--- config.mk ---
export PLATFORM = sky130hd
export DESIGN_NAME = rwmf_front
export DESIGN_NICKNAME = d
export VERILOG_FILES = /design/src/hw/rtl/rwmf_pkg.sv /design/src/hw/rtl/rwmf_front.sv
export VERILOG_INCLUDE_DIRS = /design/src /design/src/hw/rtl
export SDC_FILE = /design/constraint.sdc
export NUM_CORES = 1
export LEC_CHECK = 0
export ABC_CLOCK_PERIOD_IN_PS = 8400
export BUFFER_PORTS_ARGS = -buffer_cell sky130_fd_sc_hd__buf_2
export CORE_MARGIN = 10
export CORE_UTILIZATION = 50
export CTS_CLUSTER_DIAMETER = 120
export DETAILED_ROUTE_END_ITERATION = 16
export GPL_TIMING_DRIVEN = 0
export HOLD_SLACK_MARGIN = 0.02
export PLACE_DENSITY = 0.69
export SLEW_MARGIN = 5
export SYNTH_ARGS = -nofsm -noshare
export SYNTH_HDL_FRONTEND = slang
export SYNTH_SLANG_ARGS = --single-unit
--- constraint.sdc ---
create_clock -name clk -period 8.4 [get_ports clk]
set_input_delay 0 -clock clk [delete_from_list [all_inputs] [get_ports clk]]
set_output_delay 0 -clock clk [all_outputs]
set_load 0.01 [all_outputs]
--- src/hw/rtl/assert_macros.svh ---
// ----------------------------------------------------------------------------
// Assertion macros shared by the median filter RTL.
// ----------------------------------------------------------------------------
`ifndef ASSERT_MACROS_SVH
`define ASSERT_MACROS_SVH

// Checked on every clock edge outside reset.
`define RWMF_ASSERT(lbl, prop, msg) \
  lbl: assert property (@(posedge clk) disable iff (rst) (prop)) else $error(msg);

// Checked on every clock edge, reset included.
`define RWMF_ASSERT_ALWAYS(lbl, prop, msg) \
  lbl: assert property (@(posedge clk) (prop)) else $error(msg);

`endif

--- src/hw/rtl/rwmf_pkg.sv ---
// ----------------------------------------------------------------------------
// rwmf_pkg
// Types, constants and helpers of the RGB window median filter.
// ----------------------------------------------------------------------------
package rwmf_pkg;

  // Window geometry.
  localparam int KERNEL    = 5;
  localparam int EDGE      = KERNEL / 2;
  localparam int SIDE      = 2 * EDGE + 1;
  localparam int TAPS      = SIDE * SIDE;
  localparam int HALF      = TAPS / 2;
  localparam int RANK_W    = $clog2(TAPS + 1);

  // Frame limits.
  localparam int MAX_WIDTH  = 1024;
  localparam int MAX_HEIGHT = 4096;
  localparam int COL_W      = $clog2(MAX_WIDTH);
  localparam int ROW_W      = $clog2(MAX_HEIGHT);
  localparam int W_EFF_W    = COL_W + 1;
  localparam int H_EFF_W    = ROW_W + 1;
  localparam int CNT_W      = $clog2(MAX_WIDTH * MAX_HEIGHT + 1);

  // Register fields.
  localparam int WIDTH_W    = 11;
  localparam int HEIGHT_W   = 13;
  localparam int CFG_IDX_W  = 2;
  localparam int CFG_DATA_W = 13;
  localparam int RESET_WIDTH  = 768;
  localparam int RESET_HEIGHT = 512;

  localparam logic [CFG_IDX_W-1:0] REG_IMAGE_WIDTH  = 2'd0;
  localparam logic [CFG_IDX_W-1:0] REG_IMAGE_HEIGHT = 2'd1;

  localparam logic CMD_PIXEL = 1'b0;
  localparam logic CMD_FLUSH = 1'b1;

  // Pixel words.
  localparam int CH_W   = 8;
  localparam int NUM_CH = 3;
  localparam int PIX_W  = CH_W * NUM_CH;

  // Line store: one bank per row modulo NUM_BANKS, one copy per column read.
  localparam int NUM_BANKS = 2 ** $clog2(3 * EDGE + 2);
  localparam int BANK_W    = $clog2(NUM_BANKS);
  localparam int NUM_READS = EDGE + 1;

  // Queues.
  localparam int Q_DEPTH   = 2;
  localparam int Q_PTR_W   = $clog2(Q_DEPTH);
  localparam int Q_CNT_W   = $clog2(Q_DEPTH + 1);
  localparam int OF_DEPTH  = 8;
  localparam int OF_PTR_W  = $clog2(OF_DEPTH);
  localparam int OF_CNT_W  = $clog2(OF_DEPTH + 4);

  typedef logic [PIX_W-1:0] pixel_t;

  // Line store write from the front part.
  typedef struct packed {
    logic              en;
    logic [BANK_W-1:0] bank;
    logic [COL_W-1:0]  addr;
    pixel_t            data;
  } wr_t;

  // Effective frame size.
  typedef struct packed {
    logic [W_EFF_W-1:0] w_eff;
    logic [H_EFF_W-1:0] h_eff;
  } geom_t;

  // One output to produce.
  typedef struct packed {
    logic [ROW_W-1:0] row;
    logic [COL_W-1:0] col;
    logic             last;
  } cmd_t;

  // One result word.
  typedef struct packed {
    logic [CH_W-1:0] red;
    logic [CH_W-1:0] green;
    logic [CH_W-1:0] blue;
    logic            last;
  } out_word_t;

  // Width as used: zero acts as one, large values saturate.
  function automatic logic [W_EFF_W-1:0] eff_width(input logic [WIDTH_W-1:0] v);
    logic [W_EFF_W-1:0] r;
    if (v == '0) r = W_EFF_W'(1);
    else if (32'(v) > MAX_WIDTH) r = W_EFF_W'(MAX_WIDTH);
    else r = W_EFF_W'(v);
    return r;
  endfunction

  // Height as used: zero acts as one, large values saturate.
  function automatic logic [H_EFF_W-1:0] eff_height(input logic [HEIGHT_W-1:0] v);
    logic [H_EFF_W-1:0] r;
    if (v == '0) r = H_EFF_W'(1);
    else if (32'(v) > MAX_HEIGHT) r = H_EFF_W'(MAX_HEIGHT);
    else r = H_EFF_W'(v);
    return r;
  endfunction

endpackage

--- src/hw/rtl/rwmf_front.sv ---
// ----------------------------------------------------------------------------
// rwmf_front
// Accepts pixel and flush words, writes pixels to the line store, keeps the
// frame counters and decides which words produce an output.
// ----------------------------------------------------------------------------
`include "assert_macros.svh"

module rwmf_front import rwmf_pkg::*; (
  input  logic                  clk,
  input  logic                  rst,
  input  logic                  push,
  output logic                  full,
  input  logic                  command,
  input  logic [CH_W-1:0]       red,
  input  logic [CH_W-1:0]       green,
  input  logic [CH_W-1:0]       blue,
  input  logic                  cfg_valid,
  output logic                  cfg_ready,
  input  logic [CFG_IDX_W-1:0]  cfg_index,
  input  logic [CFG_DATA_W-1:0] cfg_data,
  output wr_t                   wr,
  output geom_t                 geom,
  output logic                  q_push,
  output cmd_t                  q_cmd,
  input  logic                  q_full,
  input  logic                  q_valid,
  input  logic                  q_pop,
  input  logic                  q_head_last
);

  logic [W_EFF_W-1:0] w_eff, w_next;
  logic [H_EFF_W-1:0] h_eff, h_next;
  logic [CNT_W-1:0]   total, total_m1, delay;
  logic [CNT_W-1:0]   w_ext, h_ext, total_next, delay_next;
  logic [CNT_W-1:0]   item_count, out_lin, lag;
  logic [COL_W-1:0]   in_col, out_col;
  logic [ROW_W-1:0]   in_row, out_row;
  logic               cfg_we, cfg_hit;
  logic               accept, pix_take, emit_pix, emit_flush, emit, last;
  logic               in_wrap, out_wrap, frame_hold;

  assign cfg_ready = 1'b1;
  assign cfg_we    = cfg_valid && cfg_ready;
  assign geom      = '{w_eff: w_eff, h_eff: h_eff};

  // Register decode and derived frame sizes.
  always_comb begin
    w_next  = w_eff;
    h_next  = h_eff;
    cfg_hit = 1'b0;
    if (cfg_we) begin
      case (cfg_index)
        REG_IMAGE_WIDTH: begin
          w_next  = eff_width(cfg_data[WIDTH_W-1:0]);
          cfg_hit = 1'b1;
        end
        REG_IMAGE_HEIGHT: begin
          h_next  = eff_height(cfg_data[HEIGHT_W-1:0]);
          cfg_hit = 1'b1;
        end
        default: begin
        end
      endcase
    end
    w_ext      = CNT_W'(w_next);
    h_ext      = CNT_W'(h_next);
    total_next = w_ext * h_ext;
    delay_next = CNT_W'(EDGE) * w_ext + CNT_W'(EDGE);
  end

  // The first pixel of a frame would overwrite rows that commands of the
  // previous frame still have to read, so it waits until the previous frame's
  // last command leaves the queue.
  assign frame_hold = (item_count == '0) && q_valid && !(q_pop && q_head_last);

  // Classification of the incoming word.
  assign full       = q_full || frame_hold;
  assign accept     = push && !full;
  assign lag        = item_count - out_lin;
  assign pix_take   = accept && (command == CMD_PIXEL) && (item_count < total);
  assign emit_pix   = pix_take && (lag >= delay);
  assign emit_flush = accept && (command == CMD_FLUSH) && (item_count == total)
                      && (out_lin < total);
  assign emit       = emit_pix || emit_flush;
  assign last       = (out_lin == total_m1);
  assign in_wrap    = ((W_EFF_W'(in_col) + W_EFF_W'(1)) == w_eff);
  assign out_wrap   = ((W_EFF_W'(out_col) + W_EFF_W'(1)) == w_eff);

  // Line store write and command to the back part.
  assign wr     = '{en: pix_take, bank: in_row[BANK_W-1:0], addr: in_col,
                    data: {red, green, blue}};
  assign q_push = emit;
  assign q_cmd  = '{row: out_row, col: out_col, last: last};

  // Frame registers and counters.
  always_ff @(posedge clk) begin
    if (rst) begin
      w_eff      <= W_EFF_W'(RESET_WIDTH);
      h_eff      <= H_EFF_W'(RESET_HEIGHT);
      total      <= CNT_W'(RESET_WIDTH * RESET_HEIGHT);
      total_m1   <= CNT_W'(RESET_WIDTH * RESET_HEIGHT - 1);
      delay      <= CNT_W'(EDGE * RESET_WIDTH + EDGE);
      item_count <= '0;
      out_lin    <= '0;
      in_col     <= '0;
      in_row     <= '0;
      out_col    <= '0;
      out_row    <= '0;
    end else if (cfg_hit) begin
      w_eff      <= w_next;
      h_eff      <= h_next;
      total      <= total_next;
      total_m1   <= total_next - CNT_W'(1);
      delay      <= delay_next;
      item_count <= '0;
      out_lin    <= '0;
      in_col     <= '0;
      in_row     <= '0;
      out_col    <= '0;
      out_row    <= '0;
    end else begin
      if (pix_take) begin
        item_count <= item_count + CNT_W'(1);
        if (in_wrap) begin
          in_col <= '0;
          in_row <= in_row + ROW_W'(1);
        end else begin
          in_col <= in_col + COL_W'(1);
        end
      end
      if (emit) begin
        if (last) begin
          // Frame done: the next pixel opens a new frame.
          item_count <= '0;
          out_lin    <= '0;
          in_col     <= '0;
          in_row     <= '0;
          out_col    <= '0;
          out_row    <= '0;
        end else begin
          out_lin <= out_lin + CNT_W'(1);
          if (out_wrap) begin
            out_col <= '0;
            out_row <= out_row + ROW_W'(1);
          end else begin
            out_col <= out_col + COL_W'(1);
          end
        end
      end
    end
  end

  `RWMF_ASSERT(a_out_behind_in, out_lin <= item_count,
    "output position ran ahead of input count")

endmodule

==> flow_metrics.tcl <==
set metrics [dict create \
    outcome "finished, final reports clean" \
    first_pass_iters 5 \
    max_freq_ghz 0.1276 \
    arrival_ns 8.14 \
    die_w_microns 198.6 \
    fin_skew_ns 0.01518 \
    cp-end-kind "flip-flop" \
    hold_class "in -> reg" \
    root_buffer "clkbuf_16" \
    synth_ff_type "dfxtp_1" \
    ys_seq_elements 163 \
    postCtsSetupRepairBufs 0 \
    core_area_sq_um 31560 \
    power_density_nw_per_um2 114.8 \
    cts-buffers-inserted 17 \
    route.detailed.drc 0 \
    startpoint "cfg_data[8]" \
    drt_iter0_drc 1253 \
    port_buffers 109 \
    start_util_pct 50.56 \
    clk_pin_slew_ns 0.07 \
    ys_types 88 \
    max-vdd-ir-drop_mv 0.1160 \
    die-area_sq_um 39450 \
    fin_nets 2450 \
    syn_area_sq_um 15950 \
    num_io_pins 136 \
    antenna_found_initial 0 \
    grt_max_degree 17 \
    placementRows 65 \
    path_class "in -> reg" \
    postSynthAreaPerCell_sq_um 7.879 \
    fin_tns_setup_ns 0 \
    avgViaCountPerCell 5.858 \
    finalCriticalPeriod_ns 7.837 \
    min_from "cfg_data[2]" \
    slew_headroom_pct 25.24 \
    dp_hpwl_mm 39.94 \
    finalSetupViolCount 0 \
    crit_fanout 10 \
    seq_area_sq_um 3263 \
    routed_wirelength_mm 49.56 \
    drive_above_1_share_pct 10.74 \
    diodes 0 \
    antenna_left 0 \
    dpl_cell_area_sq_um 17000 \
    post_drt_wl_per_cell_microns 19.28 \
    syn_nets 2318 \
    grt_usage_pct 25.25 \
    fin_crit_sh_pct 93.29 \
    clock_latency_ns 0.44 \
    cts.sinks 163 \
    cts_tree "built" \
    vias 15060 \
    finalHoldViolCount 0 \
    grt_setup_unrepaired "no" \
    die_height_microns 198.6 \
    synth-edff-count 0 \
    multiInputGateArea_sq_um 11340 \
    required_ns 8.70 \
    nFillCells 2987 \
    dp_cells 2536 \
    final_cell_area_sq_um 17730 \
    worstMarginPinSlew_ns 1.090 \
    grt_overflow 0 \
    ys_seq_area_share_pct 20.45 \
    netlist_instances 2025 \
    leakage_uw 0.007901 \
    start_kind "input port" \
    setup_slack_ns 0.5634 \
    cts.path.max_buffers 2 \
    final_cells 2571 \
    slew_viol_final 0 \
    area_delta_synth_final_pct 11.15 \
    place_congestion 0.9554 \
    async_flop_share_pct 0 \
    ys_warn_count 0 \
    worstReg2RegStart "w_eff[7]" \
    cts_max_level 4 \
    pre_cts_ws_ns -0.1211 \
    grt_pass1_vias 14740 \
    drv_cap 0 \
    grt_pass1_wl_mm 78.88 \
]
[cell usage in the layout, fill, tap and decap left out, types with 8 or more instances in the layout]
| cell | count |
|---|---|
| fa_1 | 98 |
| a21oi_1 | 127 |
| a211oi_1 | 18 |
| and3_1 | 31 |
| buf_2 | 123 |
| nand4_1 | 49 |
| a31oi_1 | 9 |
| nand3_1 | 48 |
| nor2b_1 | 12 |
| or3_1 | 14 |
| inv_1 | 218 |
| o21bai_1 | 9 |
| dfxtp_1 | 163 |
| o21ai_0 | 74 |
| and2_1 | 16 |
| or4_1 | 12 |
| nor2_1 | 200 |
| a22oi_1 | 9 |
| clkbuf_1 | 54 |
| nand2b_1 | 26 |
| o21ai_1 | 23 |
| o31ai_1 | 11 |
| nor3_1 | 31 |
| nor4_1 | 13 |
| nand2_1 | 226 |
| clkbuf_16 | 17 |
| ha_1 | 147 |
| buf_4 | 30 |
| a22o_1 | 8 |
| a21o_1 | 28 |
| o211ai_1 | 26 |
| xor2_1 | 50 |
| xnor2_1 | 76 |
| or2_2 | 9 |
| o21a_1 | 24 |
[cells by family after synthesis]
kind of cell	after synthesis	share of synthesized area, %
XOR/XNOR	126	6.917
multiplexers	11	0.7215
AND/OR/NAND/NOR	724	21.91
other	1	0.02351
AO/OA/AOI/OAI	433	17.61
adder cells (fa/ha/maj)	245	23.83
flip-flops	163	20.45
buffers and inverters	322	8.533
[stage by stage]
| step | utilization, % | hold WS (ns) | total power [uW] |
|---|---|---|---|
| after floorplan | - | 0.09177 | 1042 |
| after global placement | 53.88 | 0.1900 | 1139 |
| after detailed placement | 53.88 | 0.1897 | 1144 |
| after CTS | 56.17 | 0.07138 | 2039 |
| after global routing | 56.20 | 0.09777 | 2110 |
| final | 56.20 | 0.1038 | 2036 |
[critical path: stages]
cell and delay [ns]:
buf_2 0.13, or4_1 0.56, or4_1 0.55, a21oi_2 0.36, clkbuf_2 0.29, a22o_1 0.38
nand2_1 0.14, fa_1 0.56, inv_1 0.05, fa_1 0.43, fa_1 0.52, fa_1 0.50
inv_1 0.05, fa_1 0.52, inv_1 0.04, ha_1 0.36, a211oi_1 0.33, nor2_1 0.12
a211oi_1 0.29, xor2_1 0.34, o2111ai_1 0.26, nor3_2 0.29, nand4_1 0.24, nor4b_1 0.42
xor2_1 0.32, o31ai_1 0.10
[synthesized netlist by cell type (all sizes together), types with 26 or more instances]
| master | instances | area share (%) |
|---|---|---|
| a21o | 28 | 1.3 |
| a21oi | 128 | 4.0 |
| and3 | 31 | 1.2 |
| buf | 48 | 2.1 |
| clkbuf | 55 | 1.3 |
| dfxtp | 163 | 20 |
| fa | 98 | 12 |
| ha | 147 | 12 |
| inv | 219 | 5.2 |
| nand2 | 226 | 5.3 |
| nand2b | 26 | 1.0 |
| nand3 | 48 | 1.5 |
| nand4 | 50 | 2.0 |
| nor2 | 202 | 4.8 |
| nor3 | 32 | 1.0 |
| o211ai | 26 | 1.2 |
| o21ai | 101 | 3.2 |
| xnor2 | 76 | 4.2 |
| xor2 | 50 | 2.7 |
[per-layer routing]
layer,track usage (%),share of wire [%],up-vias
li1,-,-,7170
met1,30.60,41,7204
met2,42.31,47,573
met3,4.258,6.9,114
met4,12.88,4.9,0
met5,0,0,-
[layout make-up]
cell class	instances	share of cell area, %
Buffer	102	3.027
Multi-Input combinational cell	1540	63.96
Clock inverter	12	1.284
Timing Repair Buffer	114	3.358
Tap cell	402	2.836
Inverter	219	4.636
Clock buffer	19	2.498
Sequential cell	163	18.40
[registers in the layout (all words and copies together), names as in the netlist]
signal	cells
h_eff	13
item_count	23
total_m1	23
out_row	12
in_row	3
out_col	10
in_col	10
out_lin	23
delay	12
w_eff	11
total	23
[worst paths after layout]
kind | to | cells past startpoint | slack (ns)
max | total_m1[22] | 26 | 0.56
min reg2reg | delay[7] | 2 | 0.45
max reg2reg | total_m1[22] | 23 | 0.89
min | h_eff[2] | 3 | 0.10
[repair_timing]
item                                    in CTS  in global routing
endpoints found under the setup margin       0                  2
resized for setup                            0                  6
endpoints found under the hold margin        5                  0
hold buffers                                 5                  0
[power breakdown]
| group | total [uW] | internal, uW | switching, uW |
|---|---|---|---|
| clock | 903 | 566 | 336 |
| combinational | 331 | 121 | 209 |
| sequential | 803 | 789 | 14.3 |
| total | 2040 | 1480 | 560 |
No activity file was read; power rests on OpenSTA's default activity.
