$ cat src/hw/rtl/assert_macros.svh
// ----------------------------------------------------------------------------
// Assertion macros shared by the median filter RTL.
// ----------------------------------------------------------------------------
`ifndef ASSERT_MACROS_SVH
`define ASSERT_MACROS_SVH

// Checked on every clock edge outside reset.
`define RWMF_ASSERT(lbl, prop, msg) \
  lbl: assert property (@(posedge clk) disable iff (rst) (prop)) else $error(msg);

// Checked on every clock edge, reset included.
`define RWMF_ASSERT_ALWAYS(lbl, prop, msg) \
  lbl: assert property (@(posedge clk) (prop)) else $error(msg);

`endif

$ cat src/hw/rtl/rwmf_pkg.sv
// ----------------------------------------------------------------------------
// rwmf_pkg
// Types, constants and helpers of the RGB window median filter.
// ----------------------------------------------------------------------------
package rwmf_pkg;

  // Window geometry.
  localparam int KERNEL    = 5;
  localparam int EDGE      = KERNEL / 2;
  localparam int SIDE      = 2 * EDGE + 1;
  localparam int TAPS      = SIDE * SIDE;
  localparam int HALF      = TAPS / 2;
  localparam int RANK_W    = $clog2(TAPS + 1);

  // Frame limits.
  localparam int MAX_WIDTH  = 1024;
  localparam int MAX_HEIGHT = 4096;
  localparam int COL_W      = $clog2(MAX_WIDTH);
  localparam int ROW_W      = $clog2(MAX_HEIGHT);
  localparam int W_EFF_W    = COL_W + 1;
  localparam int H_EFF_W    = ROW_W + 1;
  localparam int CNT_W      = $clog2(MAX_WIDTH * MAX_HEIGHT + 1);

  // Register fields.
  localparam int WIDTH_W    = 11;
  localparam int HEIGHT_W   = 13;
  localparam int CFG_IDX_W  = 2;
  localparam int CFG_DATA_W = 13;
  localparam int RESET_WIDTH  = 768;
  localparam int RESET_HEIGHT = 512;

  localparam logic [CFG_IDX_W-1:0] REG_IMAGE_WIDTH  = 2'd0;
  localparam logic [CFG_IDX_W-1:0] REG_IMAGE_HEIGHT = 2'd1;

  localparam logic CMD_PIXEL = 1'b0;
  localparam logic CMD_FLUSH = 1'b1;

  // Pixel words.
  localparam int CH_W   = 8;
  localparam int NUM_CH = 3;
  localparam int PIX_W  = CH_W * NUM_CH;

  // Line store: one bank per row modulo NUM_BANKS, one copy per column read.
  localparam int NUM_BANKS = 2 ** $clog2(3 * EDGE + 2);
  localparam int BANK_W    = $clog2(NUM_BANKS);
  localparam int NUM_READS = EDGE + 1;

  // Queues.
  localparam int Q_DEPTH   = 2;
  localparam int Q_PTR_W   = $clog2(Q_DEPTH);
  localparam int Q_CNT_W   = $clog2(Q_DEPTH + 1);
  localparam int OF_DEPTH  = 8;
  localparam int OF_PTR_W  = $clog2(OF_DEPTH);
  localparam int OF_CNT_W  = $clog2(OF_DEPTH + 4);

  typedef logic [PIX_W-1:0] pixel_t;

  // Line store write from the front part.
  typedef struct packed {
    logic              en;
    logic [BANK_W-1:0] bank;
    logic [COL_W-1:0]  addr;
    pixel_t            data;
  } wr_t;

  // Effective frame size.
  typedef struct packed {
    logic [W_EFF_W-1:0] w_eff;
    logic [H_EFF_W-1:0] h_eff;
  } geom_t;

  // One output to produce.
  typedef struct packed {
    logic [ROW_W-1:0] row;
    logic [COL_W-1:0] col;
    logic             last;
  } cmd_t;

  // One result word.
  typedef struct packed {
    logic [CH_W-1:0] red;
    logic [CH_W-1:0] green;
    logic [CH_W-1:0] blue;
    logic            last;
  } out_word_t;

  // Width as used: zero acts as one, large values saturate.
  function automatic logic [W_EFF_W-1:0] eff_width(input logic [WIDTH_W-1:0] v);
    logic [W_EFF_W-1:0] r;
    if (v == '0) r = W_EFF_W'(1);
    else if (32'(v) > MAX_WIDTH) r = W_EFF_W'(MAX_WIDTH);
    else r = W_EFF_W'(v);
    return r;
  endfunction

  // Height as used: zero acts as one, large values saturate.
  function automatic logic [H_EFF_W-1:0] eff_height(input logic [HEIGHT_W-1:0] v);
    logic [H_EFF_W-1:0] r;
    if (v == '0) r = H_EFF_W'(1);
    else if (32'(v) > MAX_HEIGHT) r = H_EFF_W'(MAX_HEIGHT);
    else r = H_EFF_W'(v);
    return r;
  endfunction

endpackage

$ cat src/hw/rtl/rwmf_cmd_queue.sv
// ----------------------------------------------------------------------------
// rwmf_cmd_queue
// Short queue of output commands between the front and back parts.
// ----------------------------------------------------------------------------
`include "assert_macros.svh"

module rwmf_cmd_queue import rwmf_pkg::*; (
  input  logic clk,
  input  logic rst,
  input  logic q_push,
  input  cmd_t q_cmd,
  output logic q_full,
  input  logic q_pop,
  output logic q_valid,
  output cmd_t q_head
);

  cmd_t               ent [Q_DEPTH];
  logic [Q_PTR_W-1:0] wr_ptr;
  logic [Q_PTR_W-1:0] rd_ptr;
  logic [Q_CNT_W-1:0] count;

  assign q_full  = (count == Q_CNT_W'(Q_DEPTH));
  assign q_valid = (count != '0);
  assign q_head  = ent[rd_ptr];

  // Entry storage.
  always_ff @(posedge clk) begin
    if (q_push) begin
      ent[wr_ptr] <= q_cmd;
    end
  end

  // Pointers and fill level.
  always_ff @(posedge clk) begin
    if (rst) begin
      wr_ptr <= '0;
      rd_ptr <= '0;
      count  <= '0;
    end else begin
      if (q_push) wr_ptr <= wr_ptr + 1'b1;
      if (q_pop)  rd_ptr <= rd_ptr + 1'b1;
      count <= count + Q_CNT_W'(q_push) - Q_CNT_W'(q_pop);
    end
  end

  `RWMF_ASSERT(a_q_no_overrun, (!q_push || !q_full) && (!q_pop || q_valid),
    "command queue overrun or underrun")

endmodule

$ cat config.mk
export PLATFORM = sky130hd
export DESIGN_NAME = rwmf_cmd_queue
export DESIGN_NICKNAME = d
export VERILOG_FILES = /design/src/hw/rtl/rwmf_pkg.sv /design/src/hw/rtl/rwmf_cmd_queue.sv
export VERILOG_INCLUDE_DIRS = /design/src /design/src/hw/rtl
export SDC_FILE = /design/constraint.sdc
export NUM_CORES = 1
export LEC_CHECK = 0
export ABC_AREA = 1
export BUFFER_PORTS_ARGS = -buffer_cell sky130_fd_sc_hd__buf_2
export CORE_MARGIN = 8
export CORE_UTILIZATION = 30
export CTS_BUF_LIST = sky130_fd_sc_hd__clkbuf_16
export DETAILED_ROUTE_END_ITERATION = 8
export HOLD_SLACK_MARGIN = 0.05
export MAX_ROUTING_LAYER = met4
export SLEW_MARGIN = 20
export SYNTH_ARGS = -nofsm -noshare
export SYNTH_HDL_FRONTEND = slang
export SYNTH_SLANG_ARGS = --single-unit
$ cat constraint.sdc
create_clock -name clk -period 2.5 [get_ports clk]
set_clock_uncertainty 0.05 [all_clocks]
set_input_delay 0.125 -clock clk [delete_from_list [all_inputs] [get_ports clk]]
set_output_delay 0.125 -clock clk [all_outputs]
set_load 0.02 [all_outputs]
==> flow_summary.json, run 1 <==
{
  "status": "complete, no violations",
  "start_kind": "flip-flop",
  "grt_setup_unrepaired": "false",
  "yosysMostFrequentCell": "edfxtp_1",
  "cts_hold_repair.buffers": 24,
  "yosysTopAreaCellShare_pct": 73.2,
  "vias": 1077,
  "initial_utilization_pct": 30.4,
  "die_h_um": 95.3,
  "grt_pass1_wl_um": 5510,
  "drcViolationCount": 0,
  "avgSynthCellArea_um2": 18.5,
  "vias_per_cell": 4.10,
  "worstPathCellList": "buf_12, mux2_2, buf_2",
  "max_freq_ghz": 0.557,
  "cp_top_family": "flip-flops",
  "clock_latency_ns": 0.28,
  "diodes": 0,
  "ys_seq_elements": 51,
  "synth.area.mux_share_pct": 13.7,
  "coreArea_um2": 6200,
  "routed_wl_um": 3670,
  "crit_required_ns": 2.33,
  "hold_viol_final": 0,
  "cts_buffers": 5,
  "ys_types": 12,
  "cts_max_level": 2,
  "synth_fa_ha_area_share_pct": 1.33,
  "cts_tree": "done",
  "seq_area_frac_synth_pct": 78.5,
  "wl_per_cell_um": 14.0,
  "numPortBuffers": 51,
  "p_int_w": 0.00168,
  "nNetsFinal": 214,
  "ys_warn_count": 0,
  "setup_violations": 0,
  "drv_slew": 0,
  "critical_path_arrival_ns": 1.62,
  "synth_compound_area_share_pct": 0.265,
  "setup_tns_ns": 0,
  "hold_path_class": "in2reg",
  "synthFlopType": "edfxtp_1",
  "synth_common_cells": "edfxtp_1 (46), mux2_2 (23), inv_1 (8), nor2_1 (7)",
  "ir_drop_mv": 0.436,
  "clock_path_buffers": 2,
  "worst_pin_slew_ns": 0.594,
  "grt_use_total_pct": 8.41,
  "netlist_instances": 102,
  "comb_power_share_pct": 13.2,
  "endpoint_kind": "primary output",
  "power_leakage_nw": 1.06,
  "fin_crit_ns": 1.80,
  "powerDensity_nw_per_um2": 789,
  "path_buf_inv": 2,
  "synth_area_leaders": "edfxtp_1 (73%), mux2_2 (14%), dfxtp_1 (5.3%)",
  "dr.pass1.iters": 4,
  "final_util_pct": 43.2,
  "slowest_delay_ns": 0.62,
  "dp_hpwl_um": 2490,
  "dieWidth_um": 95.3,
  "yosys.area_share.xor_xnor_pct": 0.464,
  "synth-simple-area-share_pct": 2.92,
  "netlist_area_um2": 1890,
  "synth_largest_area_cell": "edfxtp_1",
  "ys_async_sr_fraction_pct": 0,
  "path_class": "reg2out",
  "synth_top_family_by_area": "multiplexers",
  "fin_ws_ns": 0.705,
  "clkTransAtPathRegs_ns": 0.06,
  "rows": 29,
  "post_cts_buffers": 0,
  "swShare_pct": 20.6,
  "grt-ovfl-total": 0,
  "synth_nets": 131,
  "cp_slowest_cell": "dfxtp_1",
  "area_growth_pct": 42.2,
  "slew_headroom_pct": 60.3,
  "post_cts_resized": 0,
  "antenna_found_initial": 0,
  "grt_max_degree": 25,
  "drt_iter0_drc": 52,
  "switchingPower_w": 0.000435,
  "ioPinCount": 52,
  "timing.final.crit_share_pct": 71.8,
  "cts_num_sinks": 51,
  "seq_power_share_pct": 47.3,
  "drv_cap": 0,
  "crit_fanout": 14,
  "gp_congestion": 0.662,
  "root_buffer": "clkbuf_16",
  "place_worst_setup_slack_ns": 0.949,
  "synth-edff-count": 46,
  "grt_pass1_vias": 1148,
  "clock_power_share_pct": 39.5,
  "drive_above_1_share_pct": 45.7,
  "antenna_left": 0,
  "die_area_um2": 9080
}
[cells by family (layout without fill, tap and decap cells)]
family,Yosys count,after routing
flops,51,51
buf+inv,10,94
mux,23,23
simple gates,14,14
xor+xnor,1,1
compound gates,1,1
fa+ha+maj,2,2
[cells in the final DEF (no fill, tap or decap)]
cell type | synthesis | final
a21oi_1 | 1 | 1
buf_12 | 0 | 1
buf_2 | 0 | 51
buf_4 | 0 | 2
bufinv_16 | 0 | 2
clkbuf_16 | 0 | 5
dfxtp_1 | 5 | 5
dlygate4sd3_1 | 0 | 24
edfxtp_1 | 46 | 46
ha_1 | 2 | 2
inv_1 | 8 | 9
mux2_2 | 23 | 23
nand2_1 | 5 | 5
nand3_1 | 1 | 1
nor2_1 | 7 | 6
nor2_2 | 0 | 1
nor3_1 | 1 | 1
xnor2_1 | 1 | 1
[worst min-delay path, stage by stage]
cell,delay (ns)
buf_2,0.10
xnor2_1,0.08
nor2_1,0.07
[power by group through the flow]
stage / combinational (W) / sequential (W) / clock [W]
floorplan: 0.000164 / 0.00101 / 0
global placement: 0.000253 / 0.00102 / 0
detailed placement: 0.000254 / 0.00102 / 0
CTS: 0.000285 / 0.00100 / 0.000860
global route: 0.000304 / 0.00101 / 0.000903
finish: 0.000279 / 0.00100 / 0.000836
[registers in the layout, summed over array words and instances, names as in the netlist, named ones only]
signal / count
count: 2
wr_ptr: 1
rd_ptr: 1
ent: 46
[metal layers]
layer / global-route usage, % / routed length, um
met5: - / 0
met4: 2.73 / 35
met3: 2.76 / 193
met2: 14.1 / 1910
met1: 9.21 / 1540
[metrics by stage]
| stage | cell area [um2] | power (W) | hold slack, ns | instances |
|---|---|---|---|---|
| after floorplan | 1890 | 0.00118 | 0.146 | 102 |
| after global placement | 2250 | 0.00127 | 0.263 | 231 |
| after detailed placement | 2250 | 0.00128 | 0.266 | 231 |
| after CTS | 2680 | 0.00215 | 0.0742 | 263 |
| after global routing | 2680 | 0.00221 | 0.0887 | 263 |
| final | 2680 | 0.00212 | 0.0827 | 263 |
[cell type report]
cell class                 instances  area, um2
fill                             550       3520
sequential                        51       1480
inverter                           8       30.0
clock inverter                     3       63.8
tap                               77       96.3
timing repair buffer              78        531
multi-input combinational         41        355
clock buffer                       5        125
[final timing paths]
path,from,endpoint,slack [ns],cells past startpoint
max reg2reg,wr_ptr$_SDFFE_PP0P_,ent[0][13]$_DFFE_PP_,0.99,2
min,q_pop,rd_ptr$_SDFFE_PP0P_,0.08,3
max,flip-flop,q_head[1],0.70,3
min reg2reg,rd_ptr$_SDFFE_PP0P_,rd_ptr$_SDFFE_PP0P_,0.46,2
No activity file was read; power rests on OpenSTA's default activity.
==> inputs of run 2 (changes only) <==
==> constraint.sdc (replaced) <==
create_clock -name clk -period 1.8 [get_ports clk]
set_clock_uncertainty 0.05 [all_clocks]
set_input_delay 0.09 -clock clk [delete_from_list [all_inputs] [get_ports clk]]
set_output_delay 0.09 -clock clk [all_outputs]
set_load 0.02 [all_outputs]
==> flow_summary.json, run 2 (synthesis gave the netlist of run 1 again) <==
{
  "drt_iter0_drc": 37,
  "cts_max_level": 2,
  "antenna_found_initial": 0,
  "cts_num_sinks": 51,
  "largest_register_ff_count": 46,
  "whs_ns": 0.470,
  "die_h_um": 95.3,
  "clkTransAtPathRegs_ns": 0.06,
  "critical_path_arrival_ns": 1.45,
  "area_growth_pct": 41.6,
  "drcViolationCount": 0,
  "fin_ws_ns": 0.212,
  "drv_slew": 0,
  "stdcell_count": 265,
  "fin_crit_ns": 1.59,
  "ioPinCount": 52,
  "max_freq_ghz": 0.630,
  "holdPathStages": 2,
  "grt_busiest_layer": "met2",
  "die_area_um2": 9080,
  "initial_utilization_pct": 30.4,
  "routed_wl_um": 3660,
  "post_cts_buffers": 0,
  "powerDensity_nw_per_um2": 997,
  "hold_path_class": "reg2reg",
  "place_worst_setup_slack_ns": 0.497,
  "cp_top_family": "flip-flops",
  "grtUsageMet1_pct": 9.42,
  "gp_congestion": 0.691,
  "clock_latency_ns": 0.28,
  "drive_above_1_share_pct": 45.7,
  "hold_viol_final": 0,
  "numPortBuffers": 51,
  "rows": 29,
  "grt_use_met2_pct": 15.3,
  "grt-ovfl-total": 0,
  "path_class": "reg2out",
  "rrSetupSlack_ns": 0.48,
  "worst_pin_slew_ns": 0.384,
  "r2r_start": "count[0]$_SDFF_PP0_",
  "ir_drop_mv": 0.455,
  "dp_hpwl_um": 2490,
  "slew_headroom_pct": 74.4,
  "crit_fanout": 20,
  "setup_violations": 0,
  "grt_use_total_pct": 8.94,
  "final_util_pct": 43.1,
  "clock_path_buffers": 2,
  "gr-usage-met3_pct": 2.76,
  "cts_buffers": 5,
  "cts_tree": "done",
  "grt_pass1_vias": 1263,
  "timing.rr.end": "count[1]$_SDFF_PP0_",
  "wl_per_cell_um": 13.8,
  "final_cell_mix": "buf_2 (51), edfxtp_1 (46), dlygate4sd3_1 (26), mux2_2 (23), inv_1 (8)",
  "grt_setup_unrepaired": "false",
  "drv_cap": 0,
  "path_buf_inv": 2,
  "endpoint": "q_head[9]",
  "top_register": "ent",
  "setup_tns_ns": 0,
  "grt_pass1_wl_um": 5980,
  "dp.cells": 232,
  "diodes": 0,
  "power_leakage_nw": 1.06,
  "nNetsFinal": 217,
  "start_kind": "flip-flop",
  "cp_slowest_cell": "dfxtp_1",
  "dieWidth_um": 95.3,
  "coreArea_um2": 6200,
  "dr.pass1.iters": 3,
  "timing.final.crit_share_pct": 88.2,
  "worstPathCellList": "buf_12, mux2_2, buf_2",
  "worst-path-stages": 3,
  "slowest_delay_ns": 0.44,
  "final_common_cell": "buf_2",
  "reg.largest.list": "ent (46), count (2)",
  "antenna_left": 0,
  "root_buffer": "clkbuf_16",
  "post_cts_resized": 0,
  "vias": 1119,
  "crit_required_ns": 1.66,
  "endpoint_kind": "primary output",
  "grt_max_degree": 21,
  "vias_per_cell": 4.22,
  "r2r.worst_path.cells": 8,
  "status": "complete, no violations"
}
run 2: per-stage QoR:
stage / power, W / cell area [um2]
global route: 0.00280 / 2670
global placement: 0.00177 / 2270
finish: 0.00267 / 2670
floorplan: 0.00164 / 1890
detailed placement: 0.00178 / 2270
CTS: 0.00271 / 2670
run 2: routing by layer:
layer / vias up / wire, um
met2: 26 / 2010
met5: - / 0
met1: 544 / 1430
li1: 545 / -
met4: 0 / 30
met3: 4 / 191
run 2: what timing repair did:
item | 4_1_cts | 5_1_grt
endpoints found under the hold margin | 50 | 0
hold buffers | 26 | 0
setup endpoints to repair | 0 | 0
run 2: power by group:
part / switching, W / total (W) / internal (W) / leakage (nW)
Clock: 0.000371 / 0.000877 / 0.000506 / 0.0696
Combinational: 0.000214 / 0.000401 / 0.000187 / 0.512
Sequential: 0.0000210 / 0.00139 / 0.00137 / 0.473
run 2: worst min-delay path by stage:
stage / start / endpoint
CTS: q_cmd[18] / ent[0][18]$_DFFE_PP_
global route: q_cmd[11] / ent[0][11]$_DFFE_PP_
floorplan: rst / count[0]$_SDFF_PP0_
global placement: q_cmd[11] / ent[0][11]$_DFFE_PP_
finish: wr_ptr$_SDFFE_PP0P_ / wr_ptr$_SDFFE_PP0P_
detailed placement: q_cmd[12] / ent[1][12]$_DFFE_PP_
run 2: layout make-up:
type                       instances  area [um2]
inverter                           8        30.0
sequential                        51        1480
fill                             558        3530
multi-input combinational         41         355
timing repair buffer              81         571
tap                               77        96.3
clock inverter                     2        13.8
clock buffer                       5         125
run 2: tightest hold or removal path: stages (launching register included):
cell and delay, ns:
dfxtp_1 0.33, nor2_1 0.10, nor3_1 0.05
